==> src/design/sphd_pkg.sv <==
// Shared types and constants for the peak-and-hold solenoid driver.
// Holds command, mode, status and event codes plus the beat structs.
// No dependencies.
`default_nettype none

package sphd_pkg;

  // Fixed limits of the driver.
  localparam logic [15:0] MAX_PULSE_MS = 16'd10000;
  localparam logic [9:0]  FULL_DUTY    = 10'd1000;

  // Configuration port geometry.
  localparam int CFG_IDX_W  = 2;
  localparam int CFG_DATA_W = 16;
  localparam logic [CFG_IDX_W-1:0] CFG_PULL_IN_TIME = 2'd0;
  localparam logic [CFG_IDX_W-1:0] CFG_HOLD_DUTY    = 2'd1;

  // Reset values of the configuration registers.
  localparam logic [15:0] PULL_IN_RESET = 16'd100;
  localparam logic [9:0]  HOLD_RESET    = 10'd300;

  // Command codes.
  typedef enum logic [2:0] {
    OP_GRIP    = 3'd0,
    OP_RELEASE = 3'd1,
    OP_ON      = 3'd2,
    OP_PULSE   = 3'd3,
    OP_TICK    = 3'd4
  } op_t;

  // Reported status codes.
  typedef enum logic [1:0] {
    ST_OK     = 2'd0,
    ST_BUSY   = 2'd1,
    ST_OUTERR = 2'd2,
    ST_BADDUR = 2'd3
  } status_t;

  // Reported mode codes.
  localparam logic [2:0] MODE_OFF   = 3'd0;
  localparam logic [2:0] MODE_PULL  = 3'd1;
  localparam logic [2:0] MODE_HOLD  = 3'd2;
  localparam logic [2:0] MODE_ON    = 3'd3;
  localparam logic [2:0] MODE_PULSE = 3'd4;
  localparam logic [2:0] MODE_FAULT = 3'd5;

  // Driver state machine, one-hot.
  typedef enum logic [5:0] {
    S_OFF   = 6'b000001,
    S_PULL  = 6'b000010,
    S_HOLD  = 6'b000100,
    S_ON    = 6'b001000,
    S_PULSE = 6'b010000,
    S_FAULT = 6'b100000
  } mode_t;

  // Event counter slots.
  localparam int EV_GRIP  = 0;
  localparam int EV_REL   = 1;
  localparam int EV_PULSE = 2;
  localparam int EV_ON    = 3;
  localparam int EV_AUTO  = 4;
  localparam int EV_FAULT = 5;
  localparam int EV_N     = 6;

  // One command beat as held in the input register.
  typedef struct packed {
    logic [2:0]  op;
    logic [31:0] now_ms;
    logic [15:0] pulse_duration_ms;
    logic        drive_ok;
  } cmd_t;

  // One result beat.
  typedef struct packed {
    logic [1:0]  status;
    logic [2:0]  mode;
    logic [9:0]  drive_duty;
    logic        continuous;
    logic [15:0] time_left_ms;
    logic [15:0] requested_pulse_ms;
    logic [31:0] grips_total;
    logic [31:0] releases_total;
    logic [31:0] pulses_total;
    logic [31:0] ons_total;
    logic [31:0] auto_offs_total;
    logic [31:0] faults_total;
  } res_t;

  // Map the one-hot state onto the reported mode code.
  function automatic logic [2:0] mode_code(input mode_t m);
    logic [2:0] c;
    unique case (m)
      S_OFF:   c = MODE_OFF;
      S_PULL:  c = MODE_PULL;
      S_HOLD:  c = MODE_HOLD;
      S_ON:    c = MODE_ON;
      S_PULSE: c = MODE_PULSE;
      S_FAULT: c = MODE_FAULT;
      default: c = MODE_OFF;
    endcase
    return c;
  endfunction

endpackage

`default_nettype wire

==> src/design/sphd_ifs.sv <==
// Valid/ready channel interfaces for the solenoid driver command and result beats.
// Depends on nothing; field names match the driver's ports.
`default_nettype none

interface sphd_in_if;
  logic        valid;
  logic        ready;
  logic [2:0]  op;
  logic [31:0] now_ms;
  logic [15:0] pulse_duration_ms;
  logic        drive_ok;

  modport source (output valid, output op, output now_ms, output pulse_duration_ms,
                  output drive_ok, input ready);
  modport sink   (input valid, input op, input now_ms, input pulse_duration_ms,
                  input drive_ok, output ready);
endinterface

interface sphd_out_if;
  logic        valid;
  logic        ready;
  logic [1:0]  status;
  logic [2:0]  mode;
  logic [9:0]  drive_duty;
  logic        continuous;
  logic [15:0] time_left_ms;
  logic [15:0] requested_pulse_ms;
  logic [31:0] grips_total;
  logic [31:0] releases_total;
  logic [31:0] pulses_total;
  logic [31:0] ons_total;
  logic [31:0] auto_offs_total;
  logic [31:0] faults_total;

  modport source (output valid, output status, output mode, output drive_duty,
                  output continuous, output time_left_ms, output requested_pulse_ms,
                  output grips_total, output releases_total, output pulses_total,
                  output ons_total, output auto_offs_total, output faults_total,
                  input ready);
  modport sink   (input valid, input status, input mode, input drive_duty,
                  input continuous, input time_left_ms, input requested_pulse_ms,
                  input grips_total, input releases_total, input pulses_total,
                  input ons_total, input auto_offs_total, input faults_total,
                  output ready);
endinterface

`default_nettype wire

==> src/design/sphd_in_reg.sv <==
// Input register of the solenoid driver: captures one command beat.
// Depends on sphd_pkg and sphd_in_if.
`default_nettype none

module sphd_in_reg
  import sphd_pkg::*;
(
  input  wire logic   clk,
  input  wire logic   rst_n,
  sphd_in_if.sink     in_ch,
  input  wire logic   advance,
  output logic        cmd_valid,
  output cmd_t        cmd
);

  logic valid_r;
  logic valid_nxt;
  cmd_t cmd_r;
  logic take;

  // Space is free when empty or when the held beat moves on this cycle.
  assign in_ch.ready = !valid_r || advance;
  assign take        = in_ch.valid && in_ch.ready;

  always_comb begin
    valid_nxt = valid_r;
    if (take) begin
      valid_nxt = 1'b1;
    end else if (advance) begin
      valid_nxt = 1'b0;
    end
  end

  // Control bit.
  always_ff @(posedge clk) begin
    if (!rst_n) begin
      valid_r <= 1'b0;
    end else begin
      valid_r <= valid_nxt;
    end
  end

  // Payload.
  always_ff @(posedge clk) begin
    if (take) begin
      cmd_r <= '{op: in_ch.op, now_ms: in_ch.now_ms,
                 pulse_duration_ms: in_ch.pulse_duration_ms, drive_ok: in_ch.drive_ok};
    end
  end

  assign cmd_valid = valid_r;
  assign cmd       = cmd_r;

endmodule

`default_nettype wire

==> src/design/sphd_core.sv <==
// Driver state, event counters and configuration registers, with the
// combinational command evaluation. Depends on sphd_pkg.
`default_nettype none

module sphd_core
  import sphd_pkg::*;
(
  input  wire logic                  clk,
  input  wire logic                  rst_n,
  input  wire logic                  cfg_we,
  input  wire logic [CFG_IDX_W-1:0]  cfg_index,
  input  wire logic [CFG_DATA_W-1:0] cfg_wdata,
  input  wire logic                  fire,
  input  wire cmd_t                  cmd,
  output res_t                       res
);

  logic [15:0] pull_in_r;
  logic [9:0]  hold_r;
  mode_t       mode_r, mode_nxt;
  logic [31:0] dl_r, dl_nxt;
  logic [15:0] pl_r, pl_nxt;
  logic [9:0]  duty_r, duty_nxt;
  logic [31:0] cnt_r   [EV_N];
  logic [31:0] cnt_nxt [EV_N];

  logic [31:0] diff_cur;
  logic [31:0] diff_nxt;
  logic        reached_cur;
  logic [9:0]  hold_sat;
  logic        dur_bad;
  logic        rel_req;
  logic        flt_req;
  logic        idle;
  status_t     status;
  logic [15:0] left;

  assign diff_cur    = cmd.now_ms - dl_r;
  assign reached_cur = !diff_cur[31];
  assign hold_sat    = (hold_r > FULL_DUTY) ? FULL_DUTY : hold_r;
  assign dur_bad     = (cmd.pulse_duration_ms == 16'd0) ||
                       (cmd.pulse_duration_ms > MAX_PULSE_MS);
  assign idle        = (mode_r == S_OFF);

  // Command evaluation; release and fault are applied after the decode.
  always_comb begin
    mode_nxt = mode_r;
    dl_nxt   = dl_r;
    pl_nxt   = pl_r;
    duty_nxt = duty_r;
    cnt_nxt  = cnt_r;
    status   = ST_OK;
    rel_req  = 1'b0;
    flt_req  = 1'b0;
    unique case (cmd.op)
      OP_GRIP: begin
        if (!idle) begin
          status = ST_BUSY;
        end else if (!cmd.drive_ok) begin
          flt_req = 1'b1;
          status  = ST_OUTERR;
        end else begin
          mode_nxt = S_PULL;
          duty_nxt = FULL_DUTY;
          pl_nxt   = 16'd0;
          dl_nxt   = cmd.now_ms + {16'd0, pull_in_r};
          cnt_nxt[EV_GRIP] = cnt_r[EV_GRIP] + 32'd1;
        end
      end
      OP_RELEASE: begin
        rel_req = 1'b1;
      end
      OP_ON: begin
        if (!idle) begin
          status = ST_BUSY;
        end else if (!cmd.drive_ok) begin
          flt_req = 1'b1;
          status  = ST_OUTERR;
        end else begin
          mode_nxt = S_ON;
          duty_nxt = FULL_DUTY;
          pl_nxt   = 16'd0;
          dl_nxt   = 32'd0;
          cnt_nxt[EV_ON] = cnt_r[EV_ON] + 32'd1;
        end
      end
      OP_PULSE: begin
        if (dur_bad) begin
          rel_req = 1'b1;
          status  = ST_BADDUR;
        end else if (!idle) begin
          status = ST_BUSY;
        end else if (!cmd.drive_ok) begin
          flt_req = 1'b1;
          status  = ST_OUTERR;
        end else begin
          mode_nxt = S_PULSE;
          duty_nxt = FULL_DUTY;
          pl_nxt   = cmd.pulse_duration_ms;
          dl_nxt   = cmd.now_ms + {16'd0, cmd.pulse_duration_ms};
          cnt_nxt[EV_PULSE] = cnt_r[EV_PULSE] + 32'd1;
        end
      end
      OP_TICK: begin
        if (reached_cur && mode_r == S_PULL) begin
          // A zero hold duty always writes.
          if (hold_sat != 10'd0 && !cmd.drive_ok) begin
            flt_req = 1'b1;
          end else begin
            mode_nxt = S_HOLD;
            duty_nxt = hold_sat;
            dl_nxt   = 32'd0;
          end
        end else if (reached_cur && mode_r == S_PULSE) begin
          rel_req = 1'b1;
          cnt_nxt[EV_AUTO] = cnt_r[EV_AUTO] + 32'd1;
        end
      end
      default: begin
      end
    endcase

    // Release drops the coil; it counts unless the driver was already off.
    if (rel_req) begin
      mode_nxt = S_OFF;
      duty_nxt = 10'd0;
      pl_nxt   = 16'd0;
      dl_nxt   = 32'd0;
      if (!idle) begin
        cnt_nxt[EV_REL] = cnt_r[EV_REL] + 32'd1;
      end
    end

    // A failed duty write parks the driver in fault.
    if (flt_req) begin
      mode_nxt = S_FAULT;
      duty_nxt = 10'd0;
      pl_nxt   = 16'd0;
      dl_nxt   = 32'd0;
      cnt_nxt[EV_FAULT] = cnt_r[EV_FAULT] + 32'd1;
    end
  end

  // Time left until the new deadline, when one is pending.
  assign diff_nxt = cmd.now_ms - dl_nxt;
  always_comb begin
    left = 16'd0;
    if ((mode_nxt == S_PULL || mode_nxt == S_PULSE) && diff_nxt[31]) begin
      left = 16'd0 - diff_nxt[15:0];
    end
  end

  // Result beat from the updated state.
  assign res = '{status:             status,
                 mode:               mode_code(mode_nxt),
                 drive_duty:         duty_nxt,
                 continuous:         (mode_nxt == S_HOLD || mode_nxt == S_ON),
                 time_left_ms:       left,
                 requested_pulse_ms: pl_nxt,
                 grips_total:        cnt_nxt[EV_GRIP],
                 releases_total:     cnt_nxt[EV_REL],
                 pulses_total:       cnt_nxt[EV_PULSE],
                 ons_total:          cnt_nxt[EV_ON],
                 auto_offs_total:    cnt_nxt[EV_AUTO],
                 faults_total:       cnt_nxt[EV_FAULT]};

  // Driver state advances once per evaluated command.
  always_ff @(posedge clk) begin
    if (!rst_n) begin
      mode_r <= S_OFF;
      dl_r   <= 32'd0;
      pl_r   <= 16'd0;
      duty_r <= 10'd0;
      for (int i = 0; i < EV_N; i++) begin
        cnt_r[i] <= 32'd0;
      end
    end else if (fire) begin
      mode_r <= mode_nxt;
      dl_r   <= dl_nxt;
      pl_r   <= pl_nxt;
      duty_r <= duty_nxt;
      cnt_r  <= cnt_nxt;
    end
  end

  // Configuration registers; unknown indexes are dropped.
  always_ff @(posedge clk) begin
    if (!rst_n) begin
      pull_in_r <= PULL_IN_RESET;
      hold_r    <= HOLD_RESET;
    end else if (cfg_we) begin
      if (cfg_index == CFG_PULL_IN_TIME) begin
        pull_in_r <= cfg_wdata;
      end else if (cfg_index == CFG_HOLD_DUTY) begin
        hold_r <= cfg_wdata[9:0];
      end
    end
  end

endmodule

`default_nettype wire

==> src/design/sphd_out_reg.sv <==
// Result register of the solenoid driver: holds one result beat for the sink.
// Depends on sphd_pkg and sphd_out_if.
`default_nettype none

module sphd_out_reg
  import sphd_pkg::*;
(
  input  wire logic   clk,
  input  wire logic   rst_n,
  input  wire logic   load,
  input  wire res_t   res,
  output logic        advance,
  sphd_out_if.source  out_ch
);

  logic valid_r;
  logic valid_nxt;
  res_t res_r;

  // A new beat may enter when empty or when the held beat is taken now.
  assign advance = !valid_r || out_ch.ready;

  always_comb begin
    valid_nxt = valid_r;
    if (load) begin
      valid_nxt = 1'b1;
    end else if (out_ch.ready) begin
      valid_nxt = 1'b0;
    end
  end

  always_ff @(posedge clk) begin
    if (!rst_n) begin
      valid_r <= 1'b0;
    end else begin
      valid_r <= valid_nxt;
    end
  end

  always_ff @(posedge clk) begin
    if (load) begin
      res_r <= res;
    end
  end

  assign out_ch.valid              = valid_r;
  assign out_ch.status             = res_r.status;
  assign out_ch.mode               = res_r.mode;
  assign out_ch.drive_duty         = res_r.drive_duty;
  assign out_ch.continuous         = res_r.continuous;
  assign out_ch.time_left_ms       = res_r.time_left_ms;
  assign out_ch.requested_pulse_ms = res_r.requested_pulse_ms;
  assign out_ch.grips_total        = res_r.grips_total;
  assign out_ch.releases_total     = res_r.releases_total;
  assign out_ch.pulses_total       = res_r.pulses_total;
  assign out_ch.ons_total          = res_r.ons_total;
  assign out_ch.auto_offs_total    = res_r.auto_offs_total;
  assign out_ch.faults_total       = res_r.faults_total;

endmodule

`default_nettype wire

==> src/design/solenoid_pull_in_hold_driver_top.sv <==
// Peak-and-hold solenoid driver. Each command beat (grip, release, on, pulse,
// tick) is captured in an input register and evaluated against the driver
// state combinationally; its result beat is written to an output register,
// from which it is presented. The block accepts one beat per clock while
// results are taken. A stalled result holds the input register, which then
// holds off the input channel. Configuration writes (pull-in time, hold duty)
// take effect at once and are meant for idle periods. Depends on sphd_pkg,
// the channel interfaces, sphd_in_reg, sphd_core and sphd_out_reg.
`default_nettype none

module solenoid_pull_in_hold_driver_top
  import sphd_pkg::*;
(
  input  wire logic                  clk,
  input  wire logic                  rst_n,
  sphd_in_if.sink                    in_ch,
  sphd_out_if.source                 out_ch,
  input  wire logic                  cfg_we,
  input  wire logic [CFG_IDX_W-1:0]  cfg_index,
  input  wire logic [CFG_DATA_W-1:0] cfg_wdata
);

  logic cmd_valid;
  cmd_t cmd;
  logic advance;
  logic fire;
  res_t res;

  assign fire = cmd_valid && advance;

  // Input register.
  sphd_in_reg u_in_reg (
    .clk       (clk),
    .rst_n     (rst_n),
    .in_ch     (in_ch),
    .advance   (advance),
    .cmd_valid (cmd_valid),
    .cmd       (cmd)
  );

  // State and command evaluation.
  sphd_core u_core (
    .clk       (clk),
    .rst_n     (rst_n),
    .cfg_we    (cfg_we),
    .cfg_index (cfg_index),
    .cfg_wdata (cfg_wdata),
    .fire      (fire),
    .cmd       (cmd),
    .res       (res)
  );

  // Result register.
  sphd_out_reg u_out_reg (
    .clk     (clk),
    .rst_n   (rst_n),
    .load    (fire),
    .res     (res),
    .advance (advance),
    .out_ch  (out_ch)
  );

  // A stalled command must not change the state it is evaluated against.
  a_stall_stable: assert property (@(posedge clk) disable iff (!rst_n)
    (cmd_valid && !advance && !cfg_we) |=> $stable(res))
    else $error("result changed while the command was stalled");

  // Fault mode always reports a dead coil and no stored pulse.
  a_fault_idle: assert property (@(posedge clk) disable iff (!rst_n)
    (out_ch.valid && out_ch.mode == MODE_FAULT) |->
      (out_ch.drive_duty == 10'd0 && out_ch.requested_pulse_ms == 16'd0))
    else $error("fault mode with nonzero duty or pulse length");

  // Driven duty never exceeds full duty.
  a_duty_limit: assert property (@(posedge clk) disable iff (!rst_n)
    out_ch.valid |-> (out_ch.drive_duty <= FULL_DUTY))
    else $error("duty above full scale");

endmodule

`default_nettype wire
==> src/flat_wrapper.sv <==
// flat-port wrapper written by rule: the top's interface ports become plain ports
module solenoid_pull_in_hold_driver_top_flat import sphd_pkg::*;
  (clk, rst_n, cfg_we, cfg_index, cfg_wdata, in_ch_valid, in_ch_op, in_ch_now_ms, in_ch_pulse_duration_ms, in_ch_drive_ok, in_ch_ready, out_ch_valid, out_ch_status, out_ch_mode, out_ch_drive_duty, out_ch_continuous, out_ch_time_left_ms, out_ch_requested_pulse_ms, out_ch_grips_total, out_ch_releases_total, out_ch_pulses_total, out_ch_ons_total, out_ch_auto_offs_total, out_ch_faults_total, out_ch_ready);
  sphd_in_if in_ch_i ();
  sphd_out_if out_ch_i ();
  input  wire logic clk;
  input  wire logic rst_n;
  input  wire logic cfg_we;
  input  wire logic [CFG_IDX_W-1:0] cfg_index;
  input  wire logic [CFG_DATA_W-1:0] cfg_wdata;
  input wire logic [$bits(in_ch_i.valid)-1:0] in_ch_valid;
  input wire logic [$bits(in_ch_i.op)-1:0] in_ch_op;
  input wire logic [$bits(in_ch_i.now_ms)-1:0] in_ch_now_ms;
  input wire logic [$bits(in_ch_i.pulse_duration_ms)-1:0] in_ch_pulse_duration_ms;
  input wire logic [$bits(in_ch_i.drive_ok)-1:0] in_ch_drive_ok;
  output wire logic [$bits(in_ch_i.ready)-1:0] in_ch_ready;
  output wire logic [$bits(out_ch_i.valid)-1:0] out_ch_valid;
  output wire logic [$bits(out_ch_i.status)-1:0] out_ch_status;
  output wire logic [$bits(out_ch_i.mode)-1:0] out_ch_mode;
  output wire logic [$bits(out_ch_i.drive_duty)-1:0] out_ch_drive_duty;
  output wire logic [$bits(out_ch_i.continuous)-1:0] out_ch_continuous;
  output wire logic [$bits(out_ch_i.time_left_ms)-1:0] out_ch_time_left_ms;
  output wire logic [$bits(out_ch_i.requested_pulse_ms)-1:0] out_ch_requested_pulse_ms;
  output wire logic [$bits(out_ch_i.grips_total)-1:0] out_ch_grips_total;
  output wire logic [$bits(out_ch_i.releases_total)-1:0] out_ch_releases_total;
  output wire logic [$bits(out_ch_i.pulses_total)-1:0] out_ch_pulses_total;
  output wire logic [$bits(out_ch_i.ons_total)-1:0] out_ch_ons_total;
  output wire logic [$bits(out_ch_i.auto_offs_total)-1:0] out_ch_auto_offs_total;
  output wire logic [$bits(out_ch_i.faults_total)-1:0] out_ch_faults_total;
  input wire logic [$bits(out_ch_i.ready)-1:0] out_ch_ready;
  assign in_ch_i.valid = in_ch_valid;
  assign in_ch_i.op = in_ch_op;
  assign in_ch_i.now_ms = in_ch_now_ms;
  assign in_ch_i.pulse_duration_ms = in_ch_pulse_duration_ms;
  assign in_ch_i.drive_ok = in_ch_drive_ok;
  assign in_ch_ready = in_ch_i.ready;
  assign out_ch_valid = out_ch_i.valid;
  assign out_ch_status = out_ch_i.status;
  assign out_ch_mode = out_ch_i.mode;
  assign out_ch_drive_duty = out_ch_i.drive_duty;
  assign out_ch_continuous = out_ch_i.continuous;
  assign out_ch_time_left_ms = out_ch_i.time_left_ms;
  assign out_ch_requested_pulse_ms = out_ch_i.requested_pulse_ms;
  assign out_ch_grips_total = out_ch_i.grips_total;
  assign out_ch_releases_total = out_ch_i.releases_total;
  assign out_ch_pulses_total = out_ch_i.pulses_total;
  assign out_ch_ons_total = out_ch_i.ons_total;
  assign out_ch_auto_offs_total = out_ch_i.auto_offs_total;
  assign out_ch_faults_total = out_ch_i.faults_total;
  assign out_ch_i.ready = out_ch_ready;
  solenoid_pull_in_hold_driver_top u_core (.clk(clk), .rst_n(rst_n), .in_ch(in_ch_i), .out_ch(out_ch_i), .cfg_we(cfg_we), .cfg_index(cfg_index), .cfg_wdata(cfg_wdata));
endmodule
==> config.mk <==
export PLATFORM = sky130hd
export DESIGN_NAME = solenoid_pull_in_hold_driver_top_flat
export DESIGN_NICKNAME = d
export VERILOG_FILES = /design/src/design/sphd_pkg.sv /design/src/design/sphd_ifs.sv /design/src/design/sphd_in_reg.sv /design/src/design/sphd_core.sv /design/src/design/sphd_out_reg.sv /design/src/design/solenoid_pull_in_hold_driver_top.sv /design/src/flat_wrapper.sv
export SDC_FILE = /design/constraint.sdc
export NUM_CORES = 1
export LEC_CHECK = 0
export ABC_AREA = 1
export BUFFER_PORTS_ARGS = -buffer_cell sky130_fd_sc_hd__buf_4
export CAP_MARGIN = 15
export CORE_MARGIN = 10
export CORE_UTILIZATION = 30
export DETAILED_ROUTE_END_ITERATION = 8
export PLACE_DENSITY = 0.57
export REMOVE_ABC_BUFFERS = 1
export SETUP_SLACK_MARGIN = 0.4
export SYNTH_ARGS = -nofsm -noshare
export SYNTH_HDL_FRONTEND = slang
export SYNTH_HIERARCHICAL = 1
export SYNTH_SLANG_ARGS = --single-unit
==> constraint.sdc <==
create_clock -name clk -period 17.9 [get_ports clk]
set_clock_uncertainty 0.2 [all_clocks]
set_input_delay 0.895 -clock clk [delete_from_list [all_inputs] [get_ports clk]]
set_output_delay 0.895 -clock clk [all_outputs]
set_load 0.02 [all_outputs]
# After elaboration in Yosys (flattened, before gate mapping)
# Index checks and enable logic that the tools add are counted.
[totals]
wordCells = 157
out_inout_bits = 242
regBits = 576
inputBits = 75
[classes]
bitwise_logic = 1
n_eq_ne = 13
magnitude_cmp = 2
reduce_logical = 24
add_sub_neg = 11
mux = 76
[ops]
columns = ["op", "n"]
rows = [
  ["32-bit 2-to-1 mux", 27],
  ["32-bit by 1-bit adder with 32-bit output (second input constant)", 6],
  ["32-bit case mux with 4 select lines", 1],
  ["16-bit 2-to-1 mux", 7],
  ["10-bit 2-to-1 mux", 8],
  ["6-bit 2-to-1 mux", 11],
  ["32-bit by 16-bit adder with 32-bit output", 2],
  ["32-bit subtractor", 2],
  ["16-bit case mux with 2 select lines", 1],
  ["10-bit case mux with 3 select lines", 1],
  ["6-bit case mux with 4 select lines", 1],
  ["16-bit by 14-bit > comparator with 1-bit output (second input constant)", 1],
  ["16-bit zero test", 1],
  ["1-bit by 16-bit subtractor with 16-bit output (first input constant)", 1],
  ["3-bit case mux with 5 select lines", 1],
  ["6-bit by 2-bit equality test with 1-bit output (second input constant)", 2],
  ["6-bit by 5-bit equality test with 1-bit output (second input constant)", 2],
  ["1-bit 2-to-1 mux", 12],
  ["10-bit > comparator (second input constant)", 1],
  ["10-bit nonzero test", 1],
  ["3-bit by 2-bit equality test with 1-bit output (second input constant)", 2],
  ["6-bit by 1-bit equality test with 1-bit output (second input constant)", 1],
  ["6-bit by 3-bit equality test with 1-bit output (second input constant)", 1],
  ["6-bit by 4-bit equality test with 1-bit output (second input constant)", 1],
  ["other kinds (17)", 33],
]

# Longest topological paths before layout
# Gate-level depths: netlist of the first run.
[depth]
depth_word = 12
ltp_mapped = 40
mapped_depth_nobuf = 39

# Modules after synthesis
# The synthesis of the first run kept the hierarchy.
[by_module_without_submodules]
columns = ["module", "cells_each", "instances", "area_each_um2", "seq_area_each_um2"]
rows = [
  ["sphd_core", 3359, 1, 21365.5, 5645.4],
  ["sphd_out_reg", 246, 1, 7253.2, 7226.9],
  ["sphd_in_reg", 59, 1, 1612.8, 1581.5],
  ["solenoid_pull_in_hold_driver_top", 2, 1, 7.5, 0.0],
]

# Worst setup path before layout of the first run
# OpenSTA, ideal clock, no wires.
[synth_timing]
path_kind = "input to register"
start = "in out_ch_ready"
end = "reg u_core.u_core.mode_r[0]"
path_buffers = 4
required_ns = 17.569
arrival_ns = 7.114
path_stages = 11
setup_slack_ns = 10.455
setup_time_ns = 0.131
cell_sequence = "inv_1 > nand2_2 > nand2_1 > inv_1 > clkbuf_1 > clkinv_1 > clkbuf_1 > clkbuf_1 > clkbuf_1 > a21oi_1 > o21ai_0"
[synth_between]
elab_chain_cells = 2
[synth_rtl]
columns = ["element", "line", "rtl"]
rows = [
  ["start: declaration", "flat_wrapper.sv:30", "input wire logic [$bits(out_ch_i.ready)-1:0] out_ch_ready;"],
  ["1-bit logical OR", "sphd_out_reg.sv:21", "assign advance = !valid_r || out_ch.ready;"],
  ["net u_core.advance", "solenoid_pull_in_hold_driver_top.sv:25", "logic advance;"],
  ["1-bit logical AND", "solenoid_pull_in_hold_driver_top.sv:29", "assign fire = cmd_valid && advance;"],
  ["net u_core.fire", "solenoid_pull_in_hold_driver_top.sv:26", "logic fire;"],
  ["end signal: assignment", "sphd_core.sv:178", "mode_r <= mode_nxt;"],
  ["end: declaration", "sphd_core.sv:20", "mode_t mode_r, mode_nxt;"],
]
# The timed path passes the listed nets, and every way through them passes these cells.
# A chain may end at the register's enable or synchronous reset.

# Worst setup path in the final report of the first run
[layout_timing]
start = "reg u_core.u_in_reg.cmd_r, in the netlist u_core/u_in_reg/cmd[44]"
end = "reg u_core.u_out_reg.res_r, in the netlist u_core/u_out_reg/out_ch.time_left_ms[13] (data pin)"
[layout_between]
elab_cells_between_ends = 30
classes_between = "add/sub: 5; eq/ne: 2; mux: 18; reduce/logical: 5"
[layout_lines]
columns = ["element", "line", "rtl"]
rows = [
  ["start: declaration", "sphd_in_reg.sv:18", "cmd_t cmd_r;"],
  ["start signal: assignment", "sphd_in_reg.sv:46", "cmd_r <= '{op: in_ch.op, now_ms: in_ch.now_ms,"],
  ["32-bit subtractor *", "sphd_core.sv:38", "assign diff_cur = cmd.now_ms - dl_r;"],
  ["1-bit zero test *", "sphd_core.sv:39", "assign reached_cur = !diff_cur[31];"],
  ["1-bit logical AND", "sphd_core.sv:114", "end else if (reached_cur && mode_r == S_PULSE) begin"],
  ["1-bit 2-to-1 mux", "sphd_core.sv:114", ""],
  ["1-bit 2-to-1 mux", "sphd_core.sv:105", "if (reached_cur && mode_r == S_PULL) begin"],
  ["1-bit case mux with 3 select lines", "sphd_core.sv:55", "unique case (cmd.op)"],
  ["32-bit 2-to-1 mux", "sphd_core.sv:124", "if (rel_req) begin"],
  ["32-bit 2-to-1 mux *", "sphd_core.sv:135", "if (flt_req) begin"],
  ["net u_core.u_core.dl_nxt[0]", "sphd_core.sv:21", "logic [31:0] dl_r, dl_nxt;"],
  ["32-bit subtractor *", "sphd_core.sv:145", "assign diff_nxt = cmd.now_ms - dl_nxt;"],
  ["1-bit by 16-bit subtractor with 16-bit output / 1-bit logical AND (equally long branches)", "sphd_core.sv:149, sphd_core.sv:148", ""],
  ["end signal: assignment", "sphd_out_reg.sv:42", "res_r <= res;"],
  ["end: declaration", "sphd_out_reg.sv:18", "res_t res_r;"],
]
# Mark *: on every way through the listed nets, which the timed path passes. The rest lies on a longest branch.

==> out/summary.log, run 1 <==
qor: worst_setup_path.critPathMaxFanout 40
qor: global_route.grt_first_pass_wirelength 141000 um
qor: sta.report.final.hold_viol_count 0
qor: sta.final_min_period_over_clock_period 0.362
qor: route.num_vias 25500
qor: worst_setup_path.end_kind flop
qor: synth.synth.lib_cells_used.distinct 64
qor: placed_design.portBuffers 316
qor: layout.final_layout_size_suffix_gt1_frac 0.133
qor: global_route.global_route.overflow_total 0
qor: worst_setup_path.critical_path_buf_inv_count 3
qor: pwr.power_frac_comb 0.148
qor: synth.yosys.area.top_type sky130_fd_sc_hd__edfxtp_1
qor: worst_setup_path.timing.critical_path.from_type flop
qor: route.detail_route.wirelength 93500 um
qor: pwr.power.share.switching 0.285
qor: synth.fraction_of_registers_with_async_set_reset 0
qor: worst_setup_path.critical_path_required 18070 ps
qor: worst_setup_path.worst_path_most_repeated_cell sky130_fd_sc_hd__nand2_1
qor: pwr.sequential_share_of_power 0.444
qor: pwr.p_int 2.47 mW
qor: clock_tree.cts_sinks 576
qor: clock_tree.numCtsBuffers 70
qor: layout.final-seq-area 0.0145 sq mm
qor: route.avgRoutedWirePerCell 17.6 um
qor: worst_setup_path.worst_ep_arrival_time 6650 ps
qor: clock_tree.htreeDepth 3
qor: route.violation_count_after_the_first_detailed_route_iteration 1811
qor: synth.synth_area_leaders sky130_fd_sc_hd__edfxtp_1, sky130_fd_sc_hd__dfxtp_1, sky130_fd_sc_hd__inv_1, sky130_fd_sc_hd__nand2_1, sky130_fd_sc_hd__o21ai_0
qor: sta.setup_viol_count_final 0
qor: layout.areaGrowthSynthToFinish 19.6%
qor: pwr.total_switching_power 0.987 mW
qor: clock_tree.cts-root-to-sink-buffers 3
qor: clock_tree.cts_resized 0
qor: route.antenna_violating_nets_post_route 0
qor: worst_setup_path.max_stage_delay 520 ps
qor: worst_hold_path.hold_path_class input port to flop
qor: pwr.cellLeakagePower 15.7 nW
qor: synth.synth.ff_latch_count 576
qor: sta.setup_total_negative_slack 0 ps
qor: synth.avgSynthCellArea 8.25 sq um
qor: worst_setup_path.r2r_start u_core/u_in_reg/cmd[44]
qor: clock_tree.cts.reportedPaths.clkPinSlew 60 ps
qor: synth.number_of_enable_flip_flop_cells_after_synthesis 292
qor: placed_design.hpwlAfterDp 67700 um
qor: route.remaining_drc_errors 0
qor: floorplan.design.core.area 0.100 sq mm
qor: layout.postLayoutCellArea 0.0362 sq mm
qor: floorplan.initial_core_util 0.302
qor: worst_setup_path.slowest_stage sky130_fd_sc_hd__edfxtp_1
qor: sta.slew_viol_final 0
qor: synth.mappedNetlistArea 0.0302 sq mm
qor: global_route.vias_in_the_first_global_route 24300
qor: floorplan.top_level_ports 317
qor: layout.area_taken_by_multi_input_logic_gates 0.0130 sq mm
qor: pwr.vdd_drop_max 65.7 uV
qor: global_route.pin_count_of_the_biggest_net_entering_global_routing 149
qor: synth.yosys.area.top_type_share 0.290
qor: floorplan.die_width 337 um
qor: clock_tree.post_cts_setup_buffer_count 0
qor: layout.filler_cell_count 10200
qor: layout.fin_nets 4126
qor: placed_design.placed_area 0.0339 sq mm
qor: job.drv_cap 0
qor: worst_setup_path.crit_path_start u_core/u_in_reg/cmd[44]
qor: placed_design.gpl.final_weighted_congestion 0.896
qor: worst_setup_path.critical_path_class flop to flop
qor: synth.synth_cells 3666
qor: sta.timing_worst_slew_pin_value 1130 ps
qor: sta.grt_setup_unrepaired false
qor: pwr.power_frac_clock 0.408
qor: clock_tree.cts_hold_buffers 0
qor: sta.max_freq 154 MHz
qor: worst_hold_path.worst_hold_startpoint in_ch_now_ms[31]
qor: clock_tree.cts_tree done
qor: synth.synthesis.yosys.warnings 6
qor: sta.period_needed 6480 ps
qor: route.detail_route.first_pass.iterations 5
qor: route.detail_route.vias_per_cell 4.80
qor: floorplan.die-area 0.114 sq mm
qor: pwr.power_density 95.7 mW/mm^2
qor: clock_tree.clock_insertion_delay_at_the_later_pin_of_the_skew_report 630 ps
qor: clock_tree.cts.root.buffer_cell sky130_fd_sc_hd__clkbuf_16
qor: worst_setup_path.critPathTopFamily simple AND/OR/NAND/NOR gates
qor: outcome.run_status finished, final reports clean
qor: synth.yosysSeqAreaShare 0.478
qor: global_route.grt_usage 0.158
qor: floorplan.num_rows 116
qor: synth.postSynth.topFlopCell sky130_fd_sc_hd__edfxtp_1
qor: floorplan.die_h 337 um
qor: global_route.number_of_antenna_violations_at_the_first_check_in_global_routing 2
qor: sta.slew_headroom 0.243
qor: layout.antenna_diode_count 0
## worst paths after layout
kind         cells after the start                                  endpoint  slack [ps]
max                             31  u_core/u_out_reg/out_ch.time_left_ms[13]       11420
min                              1                   u_core/u_in_reg/cmd[48]         230
max reg2reg                     31  u_core/u_out_reg/out_ch.time_left_ms[13]       11420
min reg2reg                      2                   u_core/u_core/hold_r[6]         310
## sequential cells by signal, summed over array words and instances (netlist names), 10 cells and up
| name | count |
|---|---|
| u_core/u_out_reg/out_ch.drive_duty | 10 |
| u_core/u_out_reg/out_ch.auto_offs_total | 32 |
| u_core/u_out_reg/out_ch.requested_pulse_ms | 16 |
| u_core/u_core/pull_in_r | 16 |
| u_core/u_out_reg/out_ch.releases_total | 32 |
| u_core/u_out_reg/out_ch.time_left_ms | 16 |
| u_core/u_out_reg/out_ch.pulses_total | 32 |
| u_core/u_core/cnt_r | 192 |
| u_core/u_out_reg/out_ch.faults_total | 32 |
| u_core/u_core/duty_r | 10 |
| u_core/u_out_reg/out_ch.ons_total | 32 |
| u_core/u_core/dl_r | 32 |
| u_core/u_out_reg/out_ch.grips_total | 32 |
| u_core/u_in_reg/cmd | 52 |
| u_core/u_core/hold_r | 10 |
| u_core/u_core/pl_r | 16 |
## synth_stat cells, drive strengths merged, types with 4 or more instances
cell type / number
inv: 597
nand2: 548
o21ai: 378
nor2: 364
a21oi: 329
edfxtp: 292
dfxtp: 284
xor2: 184
nand3: 133
clkbuf: 106
ha: 100
nor3: 86
nand4: 54
nor4: 43
o211ai: 24
xnor2: 24
buf: 19
a22oi: 14
or2: 12
o22ai: 11
o2111ai: 6
o31ai: 6
and2: 5
o221ai: 5
clkinv: 4
o21a: 4
o21bai: 4
## final cells by class
type	count	area share
Clock buffer	97	0.0541
Clock inverter	32	0.00844
Inverter	601	0.0631
Multi-Input combinational cell	2364	0.360
Sequential cell	576	0.400
Tap cell	1298	0.0449
Timing Repair Buffer	335	0.0695
## layer usage
layer / vias to the layer above / share of wire / GRT usage
li1: 12800 / - / -
met1: 11900 / 0.44 / 0.204
met2: 671 / 0.47 / 0.262
met3: 121 / 0.063 / 0.0315
met4: 0 / 0.026 / 0.0527
met5: - / 0 / 0
## through the flow
step	cells	power, mW	utilization	setup slack, ps	hold slack [ps]
floorplan	3541	1.89	-	724	233
global placement	5174	2.07	0.339	11640	288
detailed placement	5174	2.07	0.339	11530	297
CTS	5303	3.51	0.362	11510	188
global route	5303	3.63	0.362	10790	205
finish	5303	3.46	0.362	11420	234
## power by group through the flow
stage	sequential (mW)	combinational, mW	clock [mW]
after CTS	1.54	0.515	1.46
after floorplan	1.59	0.300	0
after detailed placement	1.56	0.512	0
after global routing	1.54	0.572	1.51
after global placement	1.56	0.507	0
final	1.54	0.512	1.41
## cells in the final DEF, fill, tap and decap left out, types with 19 or more instances in the layout
cell                        synthesis  final
sky130_fd_sc_hd__a21oi_1          327    326
sky130_fd_sc_hd__buf_4              3    335
sky130_fd_sc_hd__clkbuf_1         106     20
sky130_fd_sc_hd__clkbuf_16          0     73
sky130_fd_sc_hd__dfxtp_1          284    284
sky130_fd_sc_hd__edfxtp_1         292    292
sky130_fd_sc_hd__ha_1             100    100
sky130_fd_sc_hd__inv_1            584    583
sky130_fd_sc_hd__nand2_1          533    533
sky130_fd_sc_hd__nand3_1          128    128
sky130_fd_sc_hd__nand4_1           51     51
sky130_fd_sc_hd__nor2_1           334    334
sky130_fd_sc_hd__nor2_2            19     19
sky130_fd_sc_hd__nor3_1            80     80
sky130_fd_sc_hd__nor4_1            40     40
sky130_fd_sc_hd__o211ai_1          24     24
sky130_fd_sc_hd__o21ai_0          356    356
sky130_fd_sc_hd__o21ai_1           21     21
sky130_fd_sc_hd__xnor2_1           24     24
sky130_fd_sc_hd__xor2_1           184    184
## cells by family after synthesis
| group | share of synthesized area |
|---|---|
| compound gates | 0.140 |
| xor+xnor | 0.0602 |
| simple gates | 0.186 |
| flops | 0.478 |
| buf+inv | 0.0916 |
| fa+ha+maj | 0.0434 |
No activity file was read; power rests on OpenSTA's default activity.
==> run 2, diff against run 1 <==
ABC_AREA = 0   (was 1)
PLACE_DENSITY = 0.59   (was 0.57)
clock period = 5.2 ns   (was 17.9 ns; I/O delays follow)
==> out/summary.log, run 2 <==
qor: global_route.global_route.overflow_total 0 [unchanged]
qor: synth.synth.lib_cells_used.distinct 91 [+42%]
qor: synth.number_of_enable_flip_flop_cells_after_synthesis 292 [unchanged]
qor: layout.commonest_non_fill_non_tap_cell_in_the_layout sky130_fd_sc_hd__buf_4
qor: synth.yosys.area.top_type_share 0.297 [+0.00718]
qor: synth.synth_top_cells_by_count sky130_fd_sc_hd__nand2_1, sky130_fd_sc_hd__edfxtp_1, sky130_fd_sc_hd__dfxtp_1, sky130_fd_sc_hd__nor2_1, sky130_fd_sc_hd__xnor2_1
qor: sta.slew_viol_final 0 [unchanged]
qor: outcome.failed_checks negative setup slack
qor: global_route.grt_first_pass_wirelength 144000 um [+1.9%]
qor: placed_design.pre_cts_ws -760 ps [-12290 ps]
qor: layout.filler_cell_count 9470 [-7.4%]
qor: pwr.power_frac_comb 0.133 [-0.015]
qor: placed_design.gpl.final_weighted_congestion 0.949 [+5.9%]
qor: synth.postSynth.topFlopCell sky130_fd_sc_hd__edfxtp_1
qor: job.drv_cap 0 [unchanged]
qor: layout.final-seq-area 0.0145 sq mm [unchanged]
qor: worst_setup_path.critical_path_class flop to flop
qor: worst_hold_path.count_of_cells_along_the_worst_hold_path 5 [+4]
qor: global_route.number_of_antenna_violations_at_the_first_check_in_global_routing 1 [-1]
qor: pwr.finalPower 11.6 mW [+240%]
qor: worst_setup_path.worst_ep_arrival_time 5560 ps [-1090 ps]
qor: synth.yosys-mux-area-fraction 0.00462 [+0.00462]
qor: floorplan.die_h 334 um [-1.1%]
qor: sta.grt_setup_unrepaired true
qor: layout.largest_register_ff_count 192 [unchanged]
qor: worst_hold_path.min_to u_core/u_core/pull_in_r[3]
qor: layout.final_cells 5098 [-3.9%]
qor: layout.fin_nets 3941 [-4.5%]
qor: floorplan.design.core.area 0.0971 sq mm [-2.9%]
qor: sta.max_freq 185 MHz [+20%]
qor: pwr.total_switching_power 3.03 mW [+210%]
qor: clock_tree.numCtsBuffers 71 [+1.4%]
qor: global_route.vias_in_the_first_global_route 24600 [+1.3%]
qor: worst_setup_path.timing.critical_path.from_type flop
qor: clock_tree.htreeDepth 3 [unchanged]
qor: synth.synth_cells 3036 [-17%]
qor: route.num_vias 25000 [-1.6%]
qor: pwr.cellLeakagePower 15.4 nW [-2.1%]
qor: outcome.run_status finished with violations
qor: worst_setup_path.r2r_start u_core/u_in_reg/cmd[17]
qor: global_route.grt_usage 0.162 [+0.00362]
qor: layout.area_taken_by_multi_input_logic_gates 0.0149 sq mm [+15%]
qor: layout.layout_common_cells sky130_fd_sc_hd__buf_4, sky130_fd_sc_hd__nand2_1, sky130_fd_sc_hd__edfxtp_1
qor: worst_hold_path.worst_hold_startpoint cfg_we
qor: synth.yosys.area.top_type sky130_fd_sc_hd__edfxtp_1
qor: route.avgRoutedWirePerCell 18.3 um [+3.7%]
qor: sta.period_needed 5400 ps [-1080 ps]
qor: worst_setup_path.timing.reg2reg.worst_path_depth 24 [-23%]
qor: sta.timing_worst_slew_pin_value 968 ps [-163 ps]
qor: pwr.power.share.switching 0.261 [-0.0239]
qor: placed_design.portBuffers 316 [unchanged]
qor: worst_hold_path.hold_path_class input port to flop
qor: clock_tree.clock_insertion_delay_at_the_later_pin_of_the_skew_report 640 ps [about the same]
qor: worst_setup_path.rrSetupSlack -200 ps [-11620 ps]
qor: placed_design.hpwlAfterDp 67400 um [-0.46%]
qor: route.detail_route.wirelength 93200 um [-0.30%]
qor: sta.setup_total_negative_slack -2620 ps [-2620 ps]
qor: pwr.p_int 8.57 mW [+250%]
qor: layout.registers.top_by_ff_count u_core/u_core/cnt_r
qor: pwr.power_frac_clock 0.439 [+0.031]
qor: layout.antenna_diode_count 0 [unchanged]
qor: route.detail_route.first_pass.iterations 6 [+1]
qor: global_route.pin_count_of_the_biggest_net_entering_global_routing 121 [-19%]
qor: floorplan.initial_core_util 0.304 [+0.00140]
qor: worst_setup_path.worst_r2r_endpoint u_core/u_out_reg/out_ch.time_left_ms[1]
qor: clock_tree.cts.root.buffer_cell sky130_fd_sc_hd__clkbuf_16
qor: synth.synth_top_family_by_area simple AND/OR/NAND/NOR gates
qor: clock_tree.cts.reportedPaths.clkPinSlew 70 ps [about the same]
qor: synth.synthAdderAreaFrac 0.0444 [+0.00107]
qor: synth.yosysMostFrequentCell sky130_fd_sc_hd__nand2_1
qor: floorplan.die_width 334 um [-1.1%]
qor: worst_setup_path.critPathMaxFanout 8 [-80%]
qor: layout.areaGrowthSynthToFinish 35.3%
qor: placed_design.post-place-cells 4846 [-6.3%]
qor: floorplan.die-area 0.111 sq mm [-2.3%]
qor: synth.synthesized_area_fraction_occupied_by_ao_oa_aoi_and_oai_cells 0.114 [-0.0266]
qor: synth.synthesis.yosys.warnings 6 [unchanged]
qor: route.remaining_drc_errors 0 [unchanged]
qor: synth.synth.ff_latch_count 576 [unchanged]
qor: route.antenna_violating_nets_post_route 0 [unchanged]
qor: synth.synth_area_leaders sky130_fd_sc_hd__edfxtp_1, sky130_fd_sc_hd__dfxtp_1, sky130_fd_sc_hd__xnor2_1, sky130_fd_sc_hd__xor2_1, sky130_fd_sc_hd__ha_1
qor: synth.fraction_of_registers_with_async_set_reset 0 [unchanged]
qor: synth.avgSynthCellArea 9.72 sq um [+18%]
qor: worst_setup_path.critical_path_required 5370 ps [-12700 ps]
qor: route.detail_route.vias_per_cell 4.91 [+2.4%]
qor: layout.utilization 0.411 [+0.0493]
qor: pwr.sequential_share_of_power 0.428 [-0.016]
qor: synth.mappedNetlistArea 0.0295 sq mm [-2.4%]
qor: sta.report.final.hold_viol_count 0 [unchanged]
qor: synth.yosysSeqAreaShare 0.490 [+0.0118]
qor: sta.final_min_period_over_clock_period 1.04 [+0.676]
qor: clock_tree.cts_tree done
qor: clock_tree.cts_sinks 576 [unchanged]
qor: pwr.vdd_drop_max 229 uV [+250%]
qor: synth.post_synthesis_simple_gate_area_fraction 0.204 [+0.0180]
qor: layout.final_layout_size_suffix_gt1_frac 0.255 [+0.122]
qor: sta.slew_headroom 0.353 [+0.110]
qor: pwr.power_density 291 mW/mm^2 [+200%]
qor: clock_tree.cts-root-to-sink-buffers 3 [unchanged]
qor: synth.synth_xor_area_frac 0.116 [+0.0559]
qor: floorplan.num_rows 114 [-1.7%]
qor: sta.setup_viol_count_final 16 [+16]
qor: floorplan.top_level_ports 317 [unchanged]
qor: sta.final.setup.worst_slack -195 ps [-11620 ps]
qor: route.violation_count_after_the_first_detailed_route_iteration 1690 [-6.7%]
qor: worst_setup_path.end_kind flop
## run 2: changes by cell type after synthesis, moves of 21 or more
cell | before | now
sky130_fd_sc_hd__a21o_1 | 3 | 29
sky130_fd_sc_hd__and3_1 | 1 | 66
sky130_fd_sc_hd__nor2_1 | 334 | 284
sky130_fd_sc_hd__inv_1 | 584 | 71
sky130_fd_sc_hd__or3_1 | 1 | 45
sky130_fd_sc_hd__xnor2_1 | 24 | 216
sky130_fd_sc_hd__and2_1 | 5 | 103
sky130_fd_sc_hd__a22oi_1 | 14 | 42
sky130_fd_sc_hd__nor4_1 | 40 | 19
sky130_fd_sc_hd__nand2_1 | 533 | 331
sky130_fd_sc_hd__o21ai_0 | 356 | 127
sky130_fd_sc_hd__a21oi_1 | 327 | 171
## run 2: per-layer routing
layer / routed length [um] / global-route usage / part of all wire
met1: 41800 / 0.211 / 0.45
met2: 44200 / 0.270 / 0.47
met3: 5250 / 0.0310 / 0.056
met5: 0 / 0 / 0
met4: 2000 / 0.0464 / 0.021
## run 2: logic make-up after synthesis
kind of cell               after synthesis
and+or+nand+nor                       1222
DFF                                    576
AOI/OAI and AO/OA                      528
xor gates and xnor gates               389
buffers and inverters                  205
adders and majority gates              103
muxes                                   13
## run 2: critical path: stages (launching register included)
cell,delay (ps)
sky130_fd_sc_hd__edfxtp_1,490
sky130_fd_sc_hd__ha_4,210
sky130_fd_sc_hd__fa_2,360
sky130_fd_sc_hd__a211oi_4,260
sky130_fd_sc_hd__o21ai_2,130
sky130_fd_sc_hd__a31oi_2,250
sky130_fd_sc_hd__o211ai_1,200
sky130_fd_sc_hd__a31o_2,330
sky130_fd_sc_hd__a22o_4,240
sky130_fd_sc_hd__buf_6,130
sky130_fd_sc_hd__a221o_1,310
sky130_fd_sc_hd__a22o_1,180
sky130_fd_sc_hd__nand2_1,110
sky130_fd_sc_hd__ha_4,210
sky130_fd_sc_hd__a21o_1,150
sky130_fd_sc_hd__a21o_1,160
sky130_fd_sc_hd__a21oi_2,110
sky130_fd_sc_hd__o21ai_1,70
sky130_fd_sc_hd__buf_4,160
sky130_fd_sc_hd__a21oi_2,110
sky130_fd_sc_hd__xor2_1,80
sky130_fd_sc_hd__buf_4,150
sky130_fd_sc_hd__xnor2_4,270
sky130_fd_sc_hd__buf_12,190
sky130_fd_sc_hd__nor3b_2,60
## run 2: repair_timing
item,in CTS,in global routing
hold endpoints to repair,112,0
setup endpoints to repair,16,16
pin swaps,85,52
gates resized for setup,101,55
cloned,1,1
hold buffers,83,0
setup buffers,22,13
## run 2: worst max-delay path by stage
stage	startpoint	end	depth (start not counted)
2_1_floorplan	u_core/u_out_reg/out_ch.valid	u_core/u_core/dl_r[8]	6
3_3_place_gp	u_core/u_in_reg/cmd[7]	u_core/u_out_reg/out_ch.time_left_ms[15]	22
3_5_place_dp	u_core/u_in_reg/cmd[47]	u_core/u_out_reg/out_ch.time_left_ms[15]	23
4_1_cts	u_core/u_in_reg/cmd[17]	u_core/u_out_reg/out_ch.time_left_ms[1]	25
5_1_grt	u_core/u_in_reg/cmd[43]	u_core/u_out_reg/out_ch.time_left_ms[15]	26
6_report	u_core/u_in_reg/cmd[17]	u_core/u_out_reg/out_ch.time_left_ms[1]	24
## run 2: power groups by stage
stage | Clock [mW] | Combinational (mW) | Sequential, mW
4_1_cts | 5.25 | 1.50 | 4.97
3_5_place_dp | 0 | 1.36 | 5.06
2_1_floorplan | 0 | 0.534 | 5.20
3_3_place_gp | 0 | 1.36 | 5.06
6_report | 5.09 | 1.54 | 4.96
5_1_grt | 5.44 | 1.66 | 4.98
## run 2: stage by stage
stage          instance area [sq um]  hold WS [ps]
2_1_floorplan                  29000           132
3_3_place_gp                   35700           239
3_5_place_dp                   35700           239
4_1_cts                        39500          9.84
5_1_grt                        39900          67.6
6_report                       39900          67.8
## run 2: cell type report
| class | count | share of cell area |
|---|---|---|
| clock buffers | 97 | 0.0492 |
| repair buffers | 788 | 0.157 |
| flip-flops and latches | 576 | 0.362 |
| inverters | 71 | 0.00680 |
| well taps | 1276 | 0.0400 |
| multi-input cells | 2255 | 0.374 |
| clock inverters | 35 | 0.0104 |
